## config.mk

```make
export PLATFORM = sky130hd
export DESIGN_NAME = ordered_list_engine
export DESIGN_NICKNAME = d
export VERILOG_FILES = /design/src/rtl/core/ole_pkg.sv /design/src/rtl/core/ole_store.sv /design/src/rtl/core/ole_seq.sv /design/src/rtl/core/ordered_list_engine.sv
export VERILOG_INCLUDE_DIRS = /design/src /design/src/rtl/core
export SDC_FILE = /design/constraint.sdc
export NUM_CORES = 1
export LEC_CHECK = 0
export ABC_CLOCK_PERIOD_IN_PS = 4300
export BUFFER_PORTS_ARGS = -buffer_cell sky130_fd_sc_hd__buf_2
export CORE_MARGIN = 2
export CORE_UTILIZATION = 30
export CTS_CLUSTER_SIZE = 16
export DETAILED_ROUTE_END_ITERATION = 8
export HOLD_SLACK_MARGIN = 0.06
export PLACE_DENSITY_LB_ADDON = 0.12
export SYNTH_ARGS = -nofsm -noshare
export SYNTH_HDL_FRONTEND = slang
export SYNTH_SLANG_ARGS = --single-unit
export TNS_END_PERCENT = 50
```

## constraint.sdc

```tcl
create_clock -name clk -period 4.3 [get_ports clk]
set_clock_uncertainty 0.1 [all_clocks]
set_input_delay 0.43 -clock clk [delete_from_list [all_inputs] [get_ports clk]]
set_output_delay 0.43 -clock clk [all_outputs]
set_load 0.01 [all_outputs]
```

## src/rtl/core/ordered_list_engine_defines.svh

```systemverilog
// ---------------------------------------------------------------------------
// Ordered list engine assertion macros
// Shared check macros for the ordered list engine; clocked on clk, held off
// while arst_n is low.
// ---------------------------------------------------------------------------
`ifndef ORDERED_LIST_ENGINE_DEFINES_SVH
`define ORDERED_LIST_ENGINE_DEFINES_SVH

// Same-cycle implication check
`define OLE_CHECK_NOW(lbl, ante, cons, msg) \
	lbl: assert property (@(posedge clk) disable iff (!arst_n) (ante) |-> (cons)) \
		else $error(msg);

// Next-cycle implication check
`define OLE_CHECK_NEXT(lbl, ante, cons, msg) \
	lbl: assert property (@(posedge clk) disable iff (!arst_n) (ante) |=> (cons)) \
		else $error(msg);

`endif

```

## src/rtl/core/ole_pkg.sv

```systemverilog
// ---------------------------------------------------------------------------
// Ordered list engine package
// Sizes, action and status codes, and the structs passed between modules.
// ---------------------------------------------------------------------------
package ole_pkg;

	localparam int DEPTH  = 16;
	localparam int IDX_W  = (DEPTH > 1) ? $clog2(DEPTH) : 1;
	localparam int CNT_W  = $clog2(DEPTH + 1);
	localparam int DATA_W = 32;
	localparam int ACT_W  = 3;
	localparam int POS_W  = 5;
	localparam int ST_W   = 3;
	localparam int FIDX_W = 4;
	localparam int OCNT_W = 5;

	localparam logic [ACT_W-1:0] ACT_ADD_FRONT  = 3'd0;
	localparam logic [ACT_W-1:0] ACT_ADD_BACK   = 3'd1;
	localparam logic [ACT_W-1:0] ACT_DROP_FRONT = 3'd2;
	localparam logic [ACT_W-1:0] ACT_DROP_BACK  = 3'd3;
	localparam logic [ACT_W-1:0] ACT_INSERT     = 3'd4;
	localparam logic [ACT_W-1:0] ACT_SEARCH     = 3'd5;

	localparam logic [ST_W-1:0] ST_OK       = 3'd0;
	localparam logic [ST_W-1:0] ST_EMPTY    = 3'd1;
	localparam logic [ST_W-1:0] ST_BADPOS   = 3'd2;
	localparam logic [ST_W-1:0] ST_FULL     = 3'd3;
	localparam logic [ST_W-1:0] ST_NOTFOUND = 3'd4;

	typedef struct packed {
		logic              we;
		logic [IDX_W-1:0]  waddr;
		logic [DATA_W-1:0] wdata;
		logic [IDX_W-1:0]  raddr;
	} ole_mem_req_t;

	typedef struct packed {
		logic [ST_W-1:0]  status;
		logic [IDX_W-1:0] found;
		logic [CNT_W-1:0] count;
	} ole_res_t;

endpackage

```

## src/rtl/core/ole_store.sv

```systemverilog
// ---------------------------------------------------------------------------
// Ordered list engine entry store
// One write port, one read port, registered read data.
// ---------------------------------------------------------------------------
module ole_store (
	input  logic                       clk,
	input  ole_pkg::ole_mem_req_t      req,
	output logic [ole_pkg::DATA_W-1:0] rdata
);

	logic [ole_pkg::DATA_W-1:0] mem_q [ole_pkg::DEPTH];

	always_ff @(posedge clk) begin
		if (req.we) begin
			mem_q[req.waddr] <= req.wdata;
		end
		rdata <= mem_q[req.raddr];
	end

endmodule

```

## src/rtl/core/ole_seq.sv

```systemverilog
// ---------------------------------------------------------------------------
// Ordered list engine sequencer
// Walks the store one entry per cycle through a shared address stepper, with
// a key comparator for search: shifts entries up for insert and push front,
// down for pop front, and scans for search.
// ---------------------------------------------------------------------------
module ole_seq (
	input  logic                              clk,
	input  logic                              arst_n,
	input  logic                              start,
	input  logic [ole_pkg::ACT_W-1:0]         action,
	input  logic signed [ole_pkg::DATA_W-1:0] value,
	input  logic [ole_pkg::POS_W-1:0]         position,
	input  logic signed [ole_pkg::DATA_W-1:0] key,
	output logic                              idle,
	output logic                              res_valid,
	input  logic                              res_take,
	output ole_pkg::ole_res_t                 res,
	output ole_pkg::ole_mem_req_t             mem_req,
	input  logic [ole_pkg::DATA_W-1:0]        rdata
);

	typedef enum logic [2:0] {S_IDLE, S_WALK, S_DRAIN, S_PUT, S_FIN} state_t;
	typedef enum logic [1:0] {W_RIGHT, W_LEFT, W_SEARCH} walk_t;

	state_t                     st_q;
	walk_t                      mode_q;
	logic [ole_pkg::CNT_W-1:0]  count_q;
	logic [ole_pkg::DATA_W-1:0] val_q;
	logic [ole_pkg::DATA_W-1:0] key_q;
	logic [ole_pkg::IDX_W-1:0]  pos_q;
	logic [ole_pkg::IDX_W-1:0]  rd_q;
	logic [ole_pkg::IDX_W-1:0]  end_q;
	logic                       pend_q;
	logic [ole_pkg::IDX_W-1:0]  pend_a_q;
	logic [ole_pkg::ST_W-1:0]   status_q;
	logic [ole_pkg::IDX_W-1:0]  found_q;

	logic                      hit;
	logic                      bad_pos;
	logic                      full;
	logic [ole_pkg::CNT_W-1:0] add_pos;
	logic [ole_pkg::CNT_W-1:0] last_cnt;

	assign idle      = (st_q == S_IDLE);
	assign res_valid = (st_q == S_FIN);
	assign res       = '{status: status_q, found: found_q, count: count_q};

	always_comb begin
		hit      = pend_q && (rdata == key_q);
		full     = (count_q == ole_pkg::CNT_W'(ole_pkg::DEPTH));
		bad_pos  = (action == ole_pkg::ACT_INSERT) && (32'(position) > 32'(count_q));
		last_cnt = count_q - ole_pkg::CNT_W'(1);
		case (action)
			ole_pkg::ACT_ADD_FRONT: add_pos = '0;
			ole_pkg::ACT_ADD_BACK:  add_pos = count_q;
			default:                add_pos = ole_pkg::CNT_W'(position);
		endcase

		mem_req.we    = 1'b0;
		mem_req.waddr = pos_q;
		mem_req.wdata = val_q;
		mem_req.raddr = rd_q;
		if ((st_q == S_WALK || st_q == S_DRAIN) && pend_q && mode_q != W_SEARCH) begin
			mem_req.we    = 1'b1;
			mem_req.wdata = rdata;
			mem_req.waddr = (mode_q == W_RIGHT) ? pend_a_q + ole_pkg::IDX_W'(1)
			                                    : pend_a_q - ole_pkg::IDX_W'(1);
		end else if (st_q == S_PUT) begin
			mem_req.we = 1'b1;
		end
	end

	always_ff @(posedge clk or negedge arst_n) begin
		if (!arst_n) begin
			st_q     <= S_IDLE;
			mode_q   <= W_RIGHT;
			count_q  <= '0;
			pend_q   <= 1'b0;
			status_q <= ole_pkg::ST_OK;
			found_q  <= '0;
		end else begin
			case (st_q)
				S_IDLE: begin
					if (start) begin
						val_q    <= value;
						key_q    <= key;
						pend_q   <= 1'b0;
						found_q  <= '0;
						status_q <= ole_pkg::ST_OK;
						st_q     <= S_FIN;
						case (action)
							ole_pkg::ACT_ADD_FRONT, ole_pkg::ACT_ADD_BACK,
							ole_pkg::ACT_INSERT: begin
								pos_q <= ole_pkg::IDX_W'(add_pos);
								end_q <= ole_pkg::IDX_W'(add_pos);
								rd_q  <= ole_pkg::IDX_W'(last_cnt);
								if (bad_pos) begin
									status_q <= ole_pkg::ST_BADPOS;
								end else if (full) begin
									status_q <= ole_pkg::ST_FULL;
								end else if (add_pos == count_q) begin
									st_q <= S_PUT;
								end else begin
									mode_q <= W_RIGHT;
									st_q   <= S_WALK;
								end
							end
							ole_pkg::ACT_DROP_FRONT: begin
								rd_q  <= ole_pkg::IDX_W'(1);
								end_q <= ole_pkg::IDX_W'(last_cnt);
								if (count_q == '0) begin
									status_q <= ole_pkg::ST_EMPTY;
								end else if (count_q == ole_pkg::CNT_W'(1)) begin
									count_q <= last_cnt;
								end else begin
									mode_q <= W_LEFT;
									st_q   <= S_WALK;
								end
							end
							ole_pkg::ACT_DROP_BACK: begin
								if (count_q == '0) begin
									status_q <= ole_pkg::ST_EMPTY;
								end else begin
									count_q <= last_cnt;
								end
							end
							ole_pkg::ACT_SEARCH: begin
								status_q <= ole_pkg::ST_NOTFOUND;
								rd_q     <= '0;
								end_q    <= ole_pkg::IDX_W'(last_cnt);
								if (count_q != '0) begin
									mode_q <= W_SEARCH;
									st_q   <= S_WALK;
								end
							end
							default: begin
								st_q <= S_FIN;
							end
						endcase
					end
				end
				S_WALK: begin
					pend_q   <= 1'b1;
					pend_a_q <= rd_q;
					if (mode_q == W_SEARCH && hit) begin
						status_q <= ole_pkg::ST_OK;
						found_q  <= pend_a_q;
						st_q     <= S_FIN;
					end else if (rd_q == end_q) begin
						st_q <= S_DRAIN;
					end else if (mode_q == W_RIGHT) begin
						rd_q <= rd_q - ole_pkg::IDX_W'(1);
					end else begin
						rd_q <= rd_q + ole_pkg::IDX_W'(1);
					end
				end
				S_DRAIN: begin
					pend_q <= 1'b0;
					case (mode_q)
						W_RIGHT: begin
							st_q <= S_PUT;
						end
						W_LEFT: begin
							count_q <= last_cnt;
							st_q    <= S_FIN;
						end
						default: begin
							if (hit) begin
								status_q <= ole_pkg::ST_OK;
								found_q  <= pend_a_q;
							end
							st_q <= S_FIN;
						end
					endcase
				end
				S_PUT: begin
					count_q  <= count_q + ole_pkg::CNT_W'(1);
					status_q <= ole_pkg::ST_OK;
					st_q     <= S_FIN;
				end
				S_FIN: begin
					if (res_take) begin
						st_q <= S_IDLE;
					end
				end
				default: begin
					st_q <= S_IDLE;
				end
			endcase
		end
	end

endmodule

```

## src/rtl/core/ordered_list_engine.sv

```systemverilog
// ---------------------------------------------------------------------------
// Ordered list engine
// Bounded ordered list of signed 32-bit values with deque, positional insert
// and linear search actions, one result per action.
// ---------------------------------------------------------------------------
// Usage:
//   Input channel (in_valid/in_ready) moves one action per transfer: action,
//   value, position and key. Output channel (out_valid/out_ready) moves one
//   result per transfer: status, found_index and count_now.
//   The engine works on one action at a time; in_ready is high only while
//   the sequencer is idle.
//   Steps, from input transfer to result in the output register:
//     pop back, rejected or unused actions : no store access
//     push back / insert at the end        : value written at the end
//     push front / insert at position p    : entries from the end down to p
//                                            move up, then value written at p
//     pop front                            : entries above 0 move down
//     search                               : scan from 0 up to the first match
//   The walk moves or compares one entry per cycle through the single read
//   port of the entry store.
//   Reset empties the list at once: no clearing pass, the store contents are
//   never read above the count.
//   A stalled receiver holds the result in the output register; the
//   sequencer then parks its own finished result and accepts no new action.
// ---------------------------------------------------------------------------
`include "ordered_list_engine_defines.svh"

module ordered_list_engine (
	input  logic                              clk,
	input  logic                              arst_n,
	input  logic                              in_valid,
	output logic                              in_ready,
	input  logic [ole_pkg::ACT_W-1:0]         action,
	input  logic signed [ole_pkg::DATA_W-1:0] value,
	input  logic [ole_pkg::POS_W-1:0]         position,
	input  logic signed [ole_pkg::DATA_W-1:0] key,
	output logic                              out_valid,
	input  logic                              out_ready,
	output logic [ole_pkg::ST_W-1:0]          status,
	output logic [ole_pkg::FIDX_W-1:0]        found_index,
	output logic [ole_pkg::OCNT_W-1:0]        count_now
);

	ole_pkg::ole_mem_req_t      mem_req;
	logic [ole_pkg::DATA_W-1:0] rdata;
	ole_pkg::ole_res_t          res;
	logic                       res_valid;
	logic                       res_take;
	logic                       seq_idle;
	logic                       out_valid_q;
	logic [ole_pkg::ST_W-1:0]   status_q;
	logic [ole_pkg::FIDX_W-1:0] found_q;
	logic [ole_pkg::OCNT_W-1:0] count_q;

	// Accept a new action only while the sequencer sits idle
	assign in_ready = seq_idle;

	// Move the finished result into the output register when it is free or
	// being emptied in this cycle
	assign res_take = res_valid && (!out_valid_q || out_ready);

	ole_store u_store (
		.clk   (clk),
		.req   (mem_req),
		.rdata (rdata)
	);

	ole_seq u_seq (
		.clk       (clk),
		.arst_n    (arst_n),
		.start     (in_valid && in_ready),
		.action    (action),
		.value     (value),
		.position  (position),
		.key       (key),
		.idle      (seq_idle),
		.res_valid (res_valid),
		.res_take  (res_take),
		.res       (res),
		.mem_req   (mem_req),
		.rdata     (rdata)
	);

	// Output register: hold the result until the receiver takes it
	always_ff @(posedge clk or negedge arst_n) begin
		if (!arst_n) begin
			out_valid_q <= 1'b0;
		end else if (res_take) begin
			out_valid_q <= 1'b1;
		end else if (out_ready) begin
			out_valid_q <= 1'b0;
		end
	end

	// Payload needs no reset: load only on a result transfer
	always_ff @(posedge clk) begin
		if (res_take) begin
			status_q <= res.status;
			found_q  <= ole_pkg::FIDX_W'(res.found);
			count_q  <= ole_pkg::OCNT_W'(res.count);
		end
	end

	assign out_valid   = out_valid_q;
	assign status      = status_q;
	assign found_index = found_q;
	assign count_now   = count_q;

	`OLE_CHECK_NOW(a_count_bound, out_valid, 32'(count_now) <= ole_pkg::DEPTH, "count above depth")
	`OLE_CHECK_NOW(a_full_count, out_valid && status == ole_pkg::ST_FULL, 32'(count_now) == ole_pkg::DEPTH, "full status on a list that is not full")
	`OLE_CHECK_NOW(a_empty_count, out_valid && status == ole_pkg::ST_EMPTY, count_now == '0, "empty status on a list with entries")
	`OLE_CHECK_NEXT(a_busy_after_start, in_valid && in_ready, !in_ready, "sequencer idle after accepting an action")

endmodule

```

==> impl_metrics.tcl, run 1 <==
set metrics [dict create \
    fin_crit_sh 0.826 \
    path_delay_family "simple AND/OR/NAND/NOR gates" \
    synth_cell_types 63 \
    seq_area_frac_synth 0.755 \
    setup_violations 0 \
    drtAntennaViolNets 0 \
    yosysWarnings 0 \
    final.setup.worst_slack_ns 0.746 \
    p_leak_uw 0.00989 \
    fp.dieH_um 296 \
    cts_resized 0 \
    layout_common_cells "edfxtp_1 (604), mux4_2 (160), buf_2 (89)" \
    die_w_um 296 \
    final_cell_count_no_fill 2620 \
    crit_path_end_kind "register" \
    max_freq_mhz 281 \
    drc 0 \
    path_class "register to register" \
    finalPower_uw 17800 \
    cp_max_fo 13 \
    io_pins 90 \
    drtIter0Drc 991 \
    synthSimpleGateAreaFrac 0.0275 \
    h-tree-depth 3 \
    synthAdderAreaFrac 0.00795 \
    grtUsageTotal 0.152 \
    clk_pin_slew_ns 0.05 \
    ys_seq_elements 655 \
    avgRoutedWirePerCell_um 25.0 \
    port_buffers 89 \
    worst_path_max_delay_cell "nor2_4" \
    cts_buffers 75 \
    final_nets 1512 \
    n_fill_cell 7729 \
    drive_above_1_share 0.285 \
    final_max_slew_viol_count 0 \
    via_per_inst 4.81 \
    outcome "finished clean" \
    clk_latency_ns 0.63 \
    period_needed_ns 3.55 \
    worstHoldStart "position[0]" \
    synth.area.mux_share 0.158 \
    area_growth_syn_to_layout_pct 20.3 \
    synthArstFlopShare 0.0290 \
    crit_required_ns 4.52 \
    root_buffer "clkbuf_16" \
    synth_ff_type "edfxtp_1" \
    fp.coreArea_um2 84000 \
    crit_chain "or2_1 -> ha_1 -> a21o_1 -> a21oi_1 -> xnor2_1 -> o21ai_1 -> nand2_1 -> nor2_4 -> buf_4" \
    drt_wl_total_um 65400 \
    dr.pass1.iters 5 \
    synth_nets 1300 \
    avgSynthCellArea_um2 21.1 \
    die-area_um2 87300 \
    grt_overflow 0 \
    cts.sinks 655 \
    setup.worst_path.start "u_seq.mode_q[1]$_DFFE_PN0P_" \
    netlist_area_um2 25500 \
    synth_compound_area_frac 0.0185 \
    power_density_nw_per_um2 579 \
    cts_tree "yes" \
    worst-path-buf-inv 1 \
    dpl.cell_count 2411 \
    reg2reg_from "u_seq.mode_q[1]$_DFFE_PN0P_" \
    hold_violations 0 \
    cp_data_arrival_time_ns 3.77 \
    syn-instance-count 1209 \
    ir_worst_vdd_uv 336 \
    first_global_vias 12800 \
    num_rows 106 \
    initial_core_util 0.304 \
    rsz0062_at_grt "no" \
    synth_edf_count 604 \
    worstMarginPinSlew_ns 1.23 \
    start_kind "register" \
    synth_top_family_by_area "multiplexers" \
    cpPeakStageDelay_ns 0.50 \
    grt_pass1_wl_um 93500 \
    via_count 12600 \
    max_cap_viol_count 0 \
    setup_tns_ns 0 \
    clock_path_buffers 3 \
    pre_cts_slack_ns 0.718 \
    gp_congestion 0.737 \
    place_hpwl_um 42400 \
    min_path_type "primary input to register" \
    max_slew_margin 0.182 \
    antenna_found_initial 7 \
    synth_xor_area_frac 0.0182 \
    grt_max_degree 119 \
    final_common_cell "edfxtp_1" \
]
[synthesized netlist by cell type (13+ instances only)]
cell | instances | share of area
ha_1 | 13 | 0.0064
buf_2 | 16 | 0.0031
dfxtp_1 | 32 | 0.025
nor2_1 | 44 | 0.0065
nand4_1 | 13 | 0.0032
clkbuf_1 | 25 | 0.0037
mux2_1 | 34 | 0.015
inv_1 | 17 | 0.0025
a21oi_1 | 15 | 0.0029
xnor2_1 | 48 | 0.016
edfxtp_1 | 604 | 0.71
nand2_1 | 34 | 0.0050
dfrtp_1 | 19 | 0.019
nand3_1 | 17 | 0.0033
mux4_2 | 160 | 0.14
[worst min-delay path: cells and delay by family]
kind          cells  cell delay (ns)
simple gates      2             0.19
buf+inv           1             0.12
[metrics by stage]
step	hold WS, ns	instance area (um2)	util
6_report	0.151	30700	0.365
4_1_cts	0.0964	30700	0.365
5_1_grt	0.125	30700	0.365
3_5_place_dp	0.335	27600	0.329
2_1_floorplan	0.0344	25500	-
3_3_place_gp	0.335	27600	0.329
[power by group]
part           switching, uW  internal [uW]
clock                   2590           3650
combinational           2090           1390
sequential               341           7710
[registers in the layout (all words and copies together) (netlist names)]
register / flops
u_store.rdata: 32
u_seq.end_q: 4
u_store.mem_q: 512
u_seq.rd_q: 4
found_index: 4
u_seq.mode_q: 2
u_seq.val_q: 32
out_valid: 1
count_now: 5
u_seq.pos_q: 4
u_seq.key_q: 32
u_seq.pend_a_q: 4
u_seq.found_q: 4
u_seq.pend_q: 1
u_seq.status_q: 3
status: 3
u_seq.count_q: 5
u_seq.st_q: 3
[worst paths after layout]
| kind | endpoint | slack [ns] | depth (start not counted) |
|---|---|---|---|
| max reg2reg | u_store.mem_q[15][18]$_DFFE_PP_ | 0.75 | 9 |
| min | u_seq.pos_q[0]$_DFFE_PP_ | 0.15 | 3 |
| max | u_store.mem_q[15][18]$_DFFE_PP_ | 0.75 | 9 |
| max in group asynchronous | u_seq.status_q[1]$_DFFE_PN0P_ | 3.42 | 2 |
| min in group asynchronous | u_seq.count_q[2]$_DFFE_PN0P_ | 0.27 | 2 |
| min reg2reg | status[1]$_DFFE_PP_ | 0.35 | 0 |
[logic make-up after synthesis]
group,Yosys count
fa+ha+maj,15
mux,197
buf+inv,77
flops,655
xor+xnor,53
compound gates,71
simple gates,141
[per-layer routing]
metal,global-route usage,wire [um],vias to the layer above
li1,-,-,5404
met1,0.233,32000,6742
met2,0.214,27900,360
met3,0.0362,4100,85
met4,0.0410,1380,0
met5,0,0,-
[layout make-up]
cell class              instances  area (um2)  area share
diodes                          3        7.51    0.000245
clock buffers                 100        2060      0.0672
clock inverters                39         360      0.0117
inverters                      21        80.1     0.00261
multi-input cells             477        5980       0.195
flip-flops and latches        655       19300       0.628
well taps                    1134        1420      0.0462
repair buffers                191        1520      0.0494
[timing repair]
item	4_1_cts	5_1_grt
endpoints found under the hold margin	85	0
hold buffers	67	0
setup buffers	0	0
No activity file was read; power rests on OpenSTA's default activity.
==> inputs of run 2 (changes only) <==
--- a/config.mk
+++ b/config.mk
@@ -6,7 +6,7 @@
 export SDC_FILE = /design/constraint.sdc
 export NUM_CORES = 1
 export LEC_CHECK = 0
-export ABC_CLOCK_PERIOD_IN_PS = 4300
+export ABC_CLOCK_PERIOD_IN_PS = 3100
 export BUFFER_PORTS_ARGS = -buffer_cell sky130_fd_sc_hd__buf_2
 export CORE_MARGIN = 2
 export CORE_UTILIZATION = 30
==> constraint.sdc (replaced) <==
create_clock -name clk -period 3.1 [get_ports clk]
set_clock_uncertainty 0.1 [all_clocks]
set_input_delay 0.31 -clock clk [delete_from_list [all_inputs] [get_ports clk]]
set_output_delay 0.31 -clock clk [all_outputs]
set_load 0.01 [all_outputs]
==> run 2 against run 1 <==
Non-clock buffer count is 47 higher. Maximum frequency up 21%. First-iteration DRC count up 1.2%. Combinational power increased by 41%. Global-route usage down 0.26 points. Total power is 39% higher. Count of clock-buffer cells in the layout up 4. Flip-flop and latch count unchanged. Critical path type unchanged. Critical endpoint is now u_store.mem_q[2][2]$_DFFE_PP_. Cell area rose by 1.8%. Clock power increased by 38%. Final cell count is 1.6% higher.
==> impl_metrics.tcl, run 2 (synthesis gave the netlist of run 1 again) <==
set metrics [dict create \
    outcome "finished clean" \
    fp.coreArea_um2 84000 \
    final_cell_count_no_fill 2663 \
    crit_chain "or2_1 -> ha_1 -> a21o_1 -> a21oi_1 -> xnor2_1 -> o21ai_1 -> buf_4 -> nand2b_1 -> nor2_4 -> buf_4" \
    cp_data_arrival_time_ns 3.13 \
    path_class "register to register" \
    crit_required_ns 3.29 \
    area_growth_syn_to_layout_pct 22.5 \
    reg2regPathDepth 10 \
    drtIter0Drc 1003 \
    cts_tree "yes" \
    max_cap_viol_count 0 \
    max_slew_margin 0.472 \
    drt_wl_total_um 63900 \
    avgRoutedWirePerCell_um 24.0 \
    fin_crit_sh 0.947 \
    ff2ff_setup_slack_ns 0.16 \
    min_path_type "primary input to register" \
    dpl.cell_count 2450 \
    cts_buffers 75 \
    clock_path_buffers 3 \
    period_needed_ns 2.94 \
    layout_common_cells "edfxtp_1 (604), mux4_2 (160), buf_2 (89)" \
    grt_max_degree 49 \
    critical_path_depth 10 \
    final_max_slew_viol_count 0 \
    grt_pass1_wl_um 92100 \
    fp.dieH_um 296 \
    port_buffers 89 \
    drtAntennaViolNets 0 \
    final_common_cell "edfxtp_1" \
    worstHoldEndpoint "u_seq.mode_q[0]$_DFFE_PN0P_" \
    worstMarginPinSlew_ns 0.792 \
    worstHoldPathCells 3 \
    path_delay_family "simple AND/OR/NAND/NOR gates" \
    dr.pass1.iters 5 \
    root_buffer "clkbuf_16" \
    first_global_vias 13000 \
    grt_overflow 0 \
    die_w_um 296 \
    worst_path_max_delay_cell "dfrtp_1" \
    worst-path-buf-inv 2 \
    initial_core_util 0.304 \
    final_nets 1559 \
    hold_violations 0 \
    power_density_nw_per_um2 790 \
    regToRegEndpoint "u_store.mem_q[2][2]$_DFFE_PP_" \
    finalPower_uw 24700 \
    drc 0 \
    grtUsageTotal 0.149 \
    place_hpwl_um 42500 \
    clk_pin_slew_ns 0.05 \
    h-tree-depth 3 \
    largest_reg_flops 512 \
    cts_setup_buffers 0 \
    clk_latency_ns 0.61 \
    ir_worst_vdd_uv 395 \
    cpPeakStageDelay_ns 0.40 \
    reg2reg_from "u_seq.mode_q[0]$_DFFE_PN0P_" \
    cp_max_fo 12 \
    antenna_found_initial 4 \
    io_pins 90 \
    gp_congestion 0.724 \
    via_per_inst 4.71 \
    rsz0062_at_grt "no" \
    crit_path_end_kind "register" \
    num_rows 106 \
    max_freq_mhz 341 \
    worstHoldStart "action[0]" \
    cp_common_cell "buf_4" \
    drive_above_1_share 0.303 \
    setup_violations 0 \
    regMostFlops "u_store.mem_q" \
    p_leak_uw 0.0101 \
    via_count 12500 \
    die-area_um2 87300 \
    n_fill_cell 7667 \
    cts.sinks 655 \
    start_kind "register" \
]
run 2: changes by cell type in the layout (fill, tap and decap cells not counted), sizes merged:
cell         change
buf             +39
clkbuf           +4
diode            -2
bufinv           +1
clkinv          -10
dlygate4sd3      +8
clkinvlp         +3
run 2: layout make-up:
cell class / instances / area, um2 / share of cell area
tap: 1134 / 1420 / 0.0454
sequential: 655 / 19300 / 0.617
multi-input combinational: 477 / 5990 / 0.192
antenna: 1 / 2.50 / 0.0000801
clock buffer: 104 / 2070 / 0.0662
clock inverter: 33 / 327 / 0.0105
inverter: 21 / 80.1 / 0.00256
timing repair buffer: 238 / 2090 / 0.0669
run 2: layer usage:
metal  up-vias  track usage  routed length [um]
met5         -            0                   0
li1       5501            -                   -
met3        77       0.0304                3130
met4         0       0.0353                1160
met1      6664        0.236               32700
met2       304        0.208               26900
run 2: repair_timing:
| action | 4_1_cts | 5_1_grt |
|---|---|---|
| resized for setup | 0 | 2 |
| hold buffers | 75 | 0 |
| endpoints found under the hold margin | 94 | 0 |
| endpoints found under the setup margin | 0 | 45 |
run 2: worst max-delay path by stage:
stage	start	end
after global placement	u_seq.mode_q[0]$_DFFE_PN0P_	u_store.mem_q[4][3]$_DFFE_PP_
after CTS	u_seq.mode_q[0]$_DFFE_PN0P_	u_store.mem_q[0][8]$_DFFE_PP_
after floorplan	u_seq.mode_q[1]$_DFFE_PN0P_	u_store.mem_q[4][0]$_DFFE_PP_
after detailed placement	u_seq.mode_q[0]$_DFFE_PN0P_	u_store.mem_q[0][6]$_DFFE_PP_
after global routing	u_seq.mode_q[0]$_DFFE_PN0P_	u_store.mem_q[0][9]$_DFFE_PP_
final	u_seq.mode_q[0]$_DFFE_PN0P_	u_store.mem_q[2][2]$_DFFE_PP_
run 2: per-stage QoR:
stage | setup TNS [ns] | utilization | setup slack [ns] | area, um2 | hold WS (ns)
3_3_place_gp | 0 | 0.334 | 0.118 | 28100 | 0.0678
3_5_place_dp | 0 | 0.334 | 0.103 | 28100 | 0.0667
5_1_grt | 0 | 0.372 | 0.0452 | 31200 | 0.125
2_1_floorplan | -63.98 | - | -0.147 | 25500 | -0.0856
6_report | 0 | 0.372 | 0.164 | 31200 | 0.146
4_1_cts | 0 | 0.372 | 0.0866 | 31200 | 0.0810
run 2: worst min-delay path: stages:
cell	delay, ns
buf_2	0.17
or3b_1	0.20
o211ai_1	0.11
run 2: power breakdown:
| part | total [uW] | internal (uW) | switching [uW] |
|---|---|---|---|
| registers | 11200 | 10700 | 492 |
| clock network | 8590 | 5100 | 3490 |
| logic | 4890 | 2060 | 2840 |
